--- src/rtl/core/sba_pkg.sv ---
package sba_pkg;

    // Field widths
    localparam int KIND_W     = 1;
    localparam int COUNT_W    = 16;
    localparam int IDX_W      = 12;
    localparam int BYTE_W     = 8;
    localparam int START_W    = 26;
    localparam int STATUS_W   = 2;
    localparam int ACTIVE_W   = 13;
    localparam int SECTOR_W   = 24;
    localparam int CFG_IDX_W  = 8;
    localparam int CFG_DATA_W = 24;

    // Request kinds
    localparam logic [KIND_W-1:0] KIND_ALLOC = 1'b0;
    localparam logic [KIND_W-1:0] KIND_LOAD  = 1'b1;

    // Result status codes
    localparam logic [STATUS_W-1:0] STATUS_OK     = 2'd0;
    localparam logic [STATUS_W-1:0] STATUS_SHORT  = 2'd1;
    localparam logic [STATUS_W-1:0] STATUS_LOADED = 2'd2;

    // Configuration register indexes
    localparam logic [CFG_IDX_W-1:0] CFG_ACTIVE_BYTES = 8'd0;
    localparam logic [CFG_IDX_W-1:0] CFG_FIRST_SECTOR = 8'd1;

    // Reset values of the configuration registers
    localparam logic [ACTIVE_W-1:0] ACTIVE_RESET = 13'd4096;
    localparam logic [SECTOR_W-1:0] SECTOR_RESET = 24'd1;

    localparam logic [BYTE_W-1:0] BYTE_FULL = 8'hFF;

    // Commands from the controller to the datapath
    typedef struct packed {
        logic clr_step;
        logic capture;
        logic load_wr;
        logic fetch;
        logic eval;
        logic finish;
        logic out_push;
    } sba_cmd_t;

    // Status from the datapath to the controller
    typedef struct packed {
        logic clr_last;
        logic scan_end;
        logic eval_stop;
        logic out_free;
    } sba_stat_t;

endpackage

--- src/rtl/core/sba_ctrl.sv ---
module sba_ctrl (
    input  logic              aclk,
    input  logic              aresetn,
    input  logic              s_valid,
    input  logic              s_kind,
    output logic              s_ready,
    input  sba_pkg::sba_stat_t stat,
    output sba_pkg::sba_cmd_t  cmd
);

    localparam logic [2:0] ST_CLEAR  = 3'd0;
    localparam logic [2:0] ST_IDLE   = 3'd1;
    localparam logic [2:0] ST_LOAD   = 3'd2;
    localparam logic [2:0] ST_FETCH  = 3'd3;
    localparam logic [2:0] ST_EVAL   = 3'd4;
    localparam logic [2:0] ST_FINISH = 3'd5;
    localparam logic [2:0] ST_DONE   = 3'd6;

    logic [2:0] state_reg;
    logic [2:0] state_next;

    // Sequence clear, load, scan and result delivery
    always_comb begin
        state_next = state_reg;
        cmd        = '0;
        s_ready    = 1'b0;
        unique case (state_reg)
            ST_CLEAR: begin
                cmd.clr_step = 1'b1;
                if (stat.clr_last) begin
                    state_next = ST_IDLE;
                end
            end
            ST_IDLE: begin
                s_ready = 1'b1;
                if (s_valid) begin
                    cmd.capture = 1'b1;
                    state_next  = (s_kind == sba_pkg::KIND_LOAD) ? ST_LOAD : ST_FETCH;
                end
            end
            ST_LOAD: begin
                cmd.load_wr = 1'b1;
                state_next  = ST_DONE;
            end
            ST_FETCH: begin
                if (stat.scan_end) begin
                    state_next = ST_FINISH;
                end else begin
                    cmd.fetch  = 1'b1;
                    state_next = ST_EVAL;
                end
            end
            ST_EVAL: begin
                cmd.eval   = 1'b1;
                state_next = stat.eval_stop ? ST_FINISH : ST_FETCH;
            end
            ST_FINISH: begin
                cmd.finish = 1'b1;
                state_next = ST_DONE;
            end
            ST_DONE: begin
                if (stat.out_free) begin
                    cmd.out_push = 1'b1;
                    state_next   = ST_IDLE;
                end
            end
            default: begin
                state_next = ST_IDLE;
            end
        endcase
    end

    // Advance the state
    always_ff @(posedge aclk) begin
        if (!aresetn) begin
            state_reg <= ST_CLEAR;
        end else begin
            state_reg <= state_next;
        end
    end

endmodule

--- config.mk ---
export PLATFORM = sky130hd
export DESIGN_NAME = sba_ctrl
export DESIGN_NICKNAME = d
export VERILOG_FILES = /design/src/rtl/core/sba_pkg.sv /design/src/rtl/core/sba_ctrl.sv
export SDC_FILE = /design/constraint.sdc
export NUM_CORES = 1
export LEC_CHECK = 0
export BUFFER_PORTS_ARGS = -buffer_cell sky130_fd_sc_hd__clkbuf_2
export CAP_MARGIN = 5
export CORE_AREA = 3 3 40 42
export CTS_CLUSTER_DIAMETER = 120
export DETAILED_ROUTE_END_ITERATION = 12
export DIE_AREA = 0 0 43 45
export HOLD_SLACK_MARGIN = 0.12
export PLACE_DENSITY = 0.45
export SYNTH_ARGS = -nofsm -noshare
export SYNTH_HDL_FRONTEND = slang
export SYNTH_SLANG_ARGS = --single-unit
--- constraint.sdc ---
create_clock -name aclk -period 1.15 [get_ports aclk]
set_input_delay 0 -clock aclk [delete_from_list [all_inputs] [get_ports aclk]]
set_output_delay 0 -clock aclk [all_outputs]
set_load 0.01 [all_outputs]
==> results of run 1 <==
## metrics by stage
stage                     setup slack [ps]  cell area [sq um]
final                                68.43              399.1
after CTS                            15.42              376.6
after global routing                 12.37              399.1
after global placement               122.5              296.5
after detailed placement             100.7              296.5
after floorplan                      256.9              221.5
## per-layer routing
metal	vias up	GRT usage	wire, um
met2	14	0.1228	310
met3	0	0.05578	63
met1	135	0.08894	336
met4	0	0.01807	0
li1	156	-	-
met5	-	0	0
## worst max-delay path, delay by kind of cell (launching register included)
kind	cells	cell delay [ps]
buffers and inverters	1	120
flip-flops	1	360
AND/OR/NAND/NOR	3	370
## logic make-up after synthesis
logic type | Yosys count | share of synthesized area
compound gates | 10 | 0.2882
buf+inv | 4 | 0.1187
flops | 3 | 0.2712
simple gates | 14 | 0.3220
## Yosys cell counts (all sizes together)
cell type,instances
o2bb2ai,1
nor2b,1
nand3,1
o21ai,2
nand2b,2
buf,2
inv,2
a21oi,4
o211ai,1
and3,2
o221ai,1
nor3,2
and2,1
nand2,2
o311ai,1
dfxtp,3
nor2,3
## where the power goes
part | internal (mW) | switching [mW]
registers | 0.134 | 0.0573
clock network | 0.130 | 0.0509
logic | 0.106 | 0.0925
total | 0.369 | 0.201
## path summary, 6_finish.rpt
path / slack [ps] / endpoint / cells past startpoint
min reg2reg: 510 / state_reg[1] / 1
min: 150 / state_reg[0] / 3
max reg2reg: 170 / state_reg[1] / 3
max: 70 / cmd[5] / 4
## timing repair
action | 4_1_cts | 5_1_grt
gates resized for setup | 3 | 5
setup endpoints to repair | 3 | 2
endpoints found under the hold margin | 3 | 0
hold buffers | 5 | 0
pin swaps | 0 | 0
## final cells by class
type | count | area share
multi-input combinational | 24 | 0.3824
sequential | 3 | 0.1724
inverter | 2 | 0.01881
tap | 15 | 0.04702
timing repair buffer | 20 | 0.3135
clock buffer | 4 | 0.06583
==> impl_metrics.py, run 1 <==
metrics = {
    "cells_and_area": {
        "instances_no_fill": 68,
        "syn_to_final_growth_pct": 80.23,
        "drive_gt1_frac": 0.4528,
        "regArea_sq_um": 68.82,
        "largest_reg_flops": 3,
        "num-fill-cells": 146,
        "multi_input_area_sq_um": 152.6,
        "n_antenna_cell": 0,
        "fin_util": 0.3106,
        "final_common_cell": "clkbuf_2",
        "layout_common_cells": "15 x clkbuf_2, 5 x dlygate4sd3_1, 4 x a21oi_1",
        "fin_nets": 62,
    },
    "min_path": {
        "min-delay-path-class": "in2reg",
        "worstHoldStart": "stat[2]",
    },
    "clock_tree": {
        "cts_sinks": 3,
        "root_buffer": "clkbuf_4",
        "clk_pin_slew_worst_paths_ps": 40,
        "clockBufferDepth": 2,
        "postCtsSetupRepairBufs": 0,
        "numCtsBuffers": 3,
        "cts.htree.levels": 1,
        "cts_tree": "done",
        "clock_latency_ps": 230,
    },
    "setup_path": {
        "path_class": "reg2out",
        "critPathLaunch": "state_reg[1]",
        "cp-start-kind": "flop",
        "timing.rr.start": "state_reg[2]",
        "worst_path_max_delay_cell": "dfxtp_4",
        "crit_chain": "nand2b_4, nor2_2, and2_1, clkbuf_2",
        "crit_path_max_fanout": 8,
        "required_ps": 1150,
        "crit_arrival_ps": 1080,
        "critPathCaptureType": "primary output",
        "cpPeakStageDelay_ps": 360,
    },
    "floorplan": {
        "pin_count": 16,
        "die_w_um": 43,
        "coreArea_sq_um": 1285,
        "row_count": 13,
        "dieHeight_um": 45,
        "initial_core_util": 0.1723,
        "dieArea_sq_um": 1935,
    },
    "timing": {
        "worst-slew-pin-transition_ps": 291.5,
        "finalMaxSlewViolations": 0,
        "tns_ps": 0,
        "finalClockSkew_ps": 0.2271,
        "rsz0062_at_grt": "no",
        "whs_ps": 152.5,
        "relSlewSlack": 0.8032,
        "hold_viol": 0,
        "min_period_over_period": 0.9405,
        "fmax_ghz": 0.9246,
        "setup_viol": 0,
        "min_period_ps": 1082,
    },
    "detailed_routing": {
        "routedWlPerCell_um": 10.44,
        "drtIter0Drc": 4,
        "antenna_left": 0,
        "drt-pass1-iter-count": 3,
        "drc_errors": 0,
        "drt_wl_total_um": 710,
        "via_per_inst": 4.485,
        "vias": 305,
    },
    "synth": {
        "netlist_area_sq_um": 221.5,
        "ys_seq_area_frac": 0.2712,
        "synth_largest_area_cell": "dfxtp_1",
        "netlist_top_cells_area": "dfxtp_1 27%, a21oi_1 9.0%, and3_1 5.6%, nand2b_1 5.6%, buf_6 5.1%",
        "yosysTopAreaCellShare": 0.2712,
        "yosysWarnings": 0,
        "synthCells": 31,
        "syn-num-nets": 39,
        "syn_avg_cell_area_sq_um": 7.144,
        "synth.distinct_cells": 18,
        "ys_ff_latch": 3,
    },
    "global_routing": {
        "grt_pass1_wl_um": 1117,
        "grt_max_degree": 14,
        "grt-ovfl-total": 0,
        "antenna_found_initial": 0,
        "grt_pass1_vias": 274,
        "track_usage": 0.07903,
    },
    "power": {
        "irDropWorstVdd_mv": 0.8406,
        "p_leak_nw": 0.1860,
        "power_mw": 0.5697,
        "p_per_area_nw_per_um2": 1427,
    },
    "outcome": {
        "status": "completed",
    },
    "placement": {
        "dp_cells": 59,
        "gp_congestion": 0.7364,
        "dp_hpwl_um": 514.3,
        "port_buffers": 15,
    },
    "job": {
        "cap_violations": 0,
    },
}
(Power assumes the default switching activity.)
==> run 2, diff against run 1 <==
--- a/config.mk
+++ b/config.mk
@@ -8,9 +8,11 @@
 export BUFFER_PORTS_ARGS = -buffer_cell sky130_fd_sc_hd__clkbuf_2
 export CAP_MARGIN = 5
 export CORE_AREA = 3 3 40 42
+export CTS_BUF_LIST = sky130_fd_sc_hd__clkbuf_8
 export CTS_CLUSTER_DIAMETER = 120
 export DETAILED_ROUTE_END_ITERATION = 12
 export DIE_AREA = 0 0 43 45
+export GPL_ROUTABILITY_DRIVEN = 0
 export HOLD_SLACK_MARGIN = 0.12
 export PLACE_DENSITY = 0.45
 export SYNTH_ARGS = -nofsm -noshare
==> run 2 against run 1 <==
Count of clock-buffer cells in the layout is 1 lower; combinational power fell by 11%; sequential cell count is the same; first-iteration DRC count decreased by 75%; critical endpoint unchanged; largest cell class unchanged.
==> impl_metrics.py, run 2 (synthesized netlist as in run 1, its figures left out) <==
metrics = {
    "cells_and_area": {
        "fin_area_sq_um": 387.9,
        "instances_no_fill": 67,
        "fin_nets": 61,
        "syn_to_final_growth_pct": 75.14,
        "drive_gt1_frac": 0.4038,
        "fin_util": 0.3019,
        "final_common_cell": "clkbuf_2",
        "largest_reg_flops": 3,
        "layout_common_cells": "15 x clkbuf_2, 4 x a21oi_1, 4 x dlygate4sd3_1",
        "n_antenna_cell": 0,
    },
    "placement": {
        "dp_hpwl_um": 514.3,
        "dpl_cell_area_sq_um": 296.5,
        "dp_cells": 59,
        "port_buffers": 15,
    },
    "power": {
        "irDropWorstVdd_mv": 0.5636,
        "p_leak_nw": 0.1887,
        "p_per_area_nw_per_um2": 1669,
    },
    "floorplan": {
        "die_w_um": 43,
        "dieArea_sq_um": 1935,
        "dieHeight_um": 45,
        "initial_core_util": 0.1723,
        "pin_count": 16,
        "coreArea_sq_um": 1285,
        "row_count": 13,
    },
    "timing": {
        "worst-slew-pin-transition_ps": 284.6,
        "finalMaxSlewViolations": 0,
        "hold_viol": 0,
        "min_period_ps": 1098,
        "fmax_ghz": 0.9105,
        "setup_viol": 0,
        "min_period_over_period": 0.9550,
        "relSlewSlack": 0.8078,
        "whs_ps": 116.2,
        "finalClockSkew_ps": 0.9958,
        "rsz0062_at_grt": "yes",
    },
    "setup_path": {
        "critPathCaptureType": "primary output",
        "crit_path_max_fanout": 8,
        "cp-start-kind": "flop",
        "path_class": "reg2out",
        "required_ps": 1150,
        "crit_arrival_ps": 1100,
    },
    "clock_tree": {
        "numCtsBuffers": 3,
        "clock_latency_ps": 210,
        "clockBufferDepth": 2,
        "cts_tree": "done",
        "clk_pin_slew_worst_paths_ps": 30,
        "cts_sinks": 3,
        "root_buffer": "clkbuf_8",
        "cts.htree.levels": 1,
    },
    "detailed_routing": {
        "vias": 302,
        "drt_wl_total_um": 685,
        "drc_errors": 0,
        "routedWlPerCell_um": 10.22,
        "via_per_inst": 4.507,
        "drtIter0Drc": 1,
        "antenna_left": 0,
        "drt-pass1-iter-count": 3,
    },
    "global_routing": {
        "grt_pass1_vias": 280,
        "track_usage": 0.07820,
        "grt_max_degree": 14,
        "antenna_found_initial": 0,
        "grt-ovfl-total": 0,
        "grt_pass1_wl_um": 1104,
    },
    "job": {
        "cap_violations": 0,
    },
    "min_path": {
        "min-delay-path-class": "in2reg",
    },
    "outcome": {
        "status": "completed",
    },
}
## run 2: area by class of cell
class	instances	area [sq um]
fillers	143	897.1
flip-flops and latches	3	66.31
clock inverters	1	3.754
multi-input cells	24	135.1
repair buffers	19	115.1
well taps	15	18.77
inverters	2	7.507
clock buffers	3	41.29
## run 2: path summary, 6_finish.rpt
kind / start / to / slack, ps / depth (start not counted)
setup reg to reg: state_reg[2] / state_reg[1] / 190 / 3
hold reg to reg: state_reg[0] / state_reg[1] / 490 / 1
hold / removal: stat[0] / state_reg[2] / 120 / 4
setup / recovery: state_reg[1] / cmd[5] / 50 / 4
## run 2: critical path: stages, from the launching register on
cell and delay (ps):
dfxtp_2 350, nand2b_1 160, nor2_1 120, and2_1 140, clkbuf_2 120
## run 2: where the power goes
part	switching [mW]	internal [mW]
Sequential	0.0471	0.132
Combinational	0.0905	0.0868
Clock	0.0644	0.227
Total	0.202	0.445
## run 2: per-stage QoR
stage / total power, mW / setup WS (ps) / setup TNS, ps
2_1_floorplan: 0.2862 / 256.9 / 0
3_3_place_gp: 0.3410 / 122.5 / 0
3_5_place_dp: 0.3425 / 100.7 / 0
4_1_cts: 0.6552 / 15.00 / 0
5_1_grt: 0.7032 / -5.085 / -6.032
6_report: 0.6474 / 51.76 / 0
## run 2: timing repair
action	in CTS	in global routing
setup buffers	0	0
hold buffers	4	0
endpoints found under the setup margin	2	5
gates resized for setup	2	2
endpoints found under the hold margin	3	0
## run 2: metal layers
layer	GRT usage	vias up	share of wire
li1	-	155	-
met1	0.08654	131	0.47
met2	0.1228	16	0.43
met3	0.05578	0	0.095
met4	0.01807	0	0
met5	0	-	0
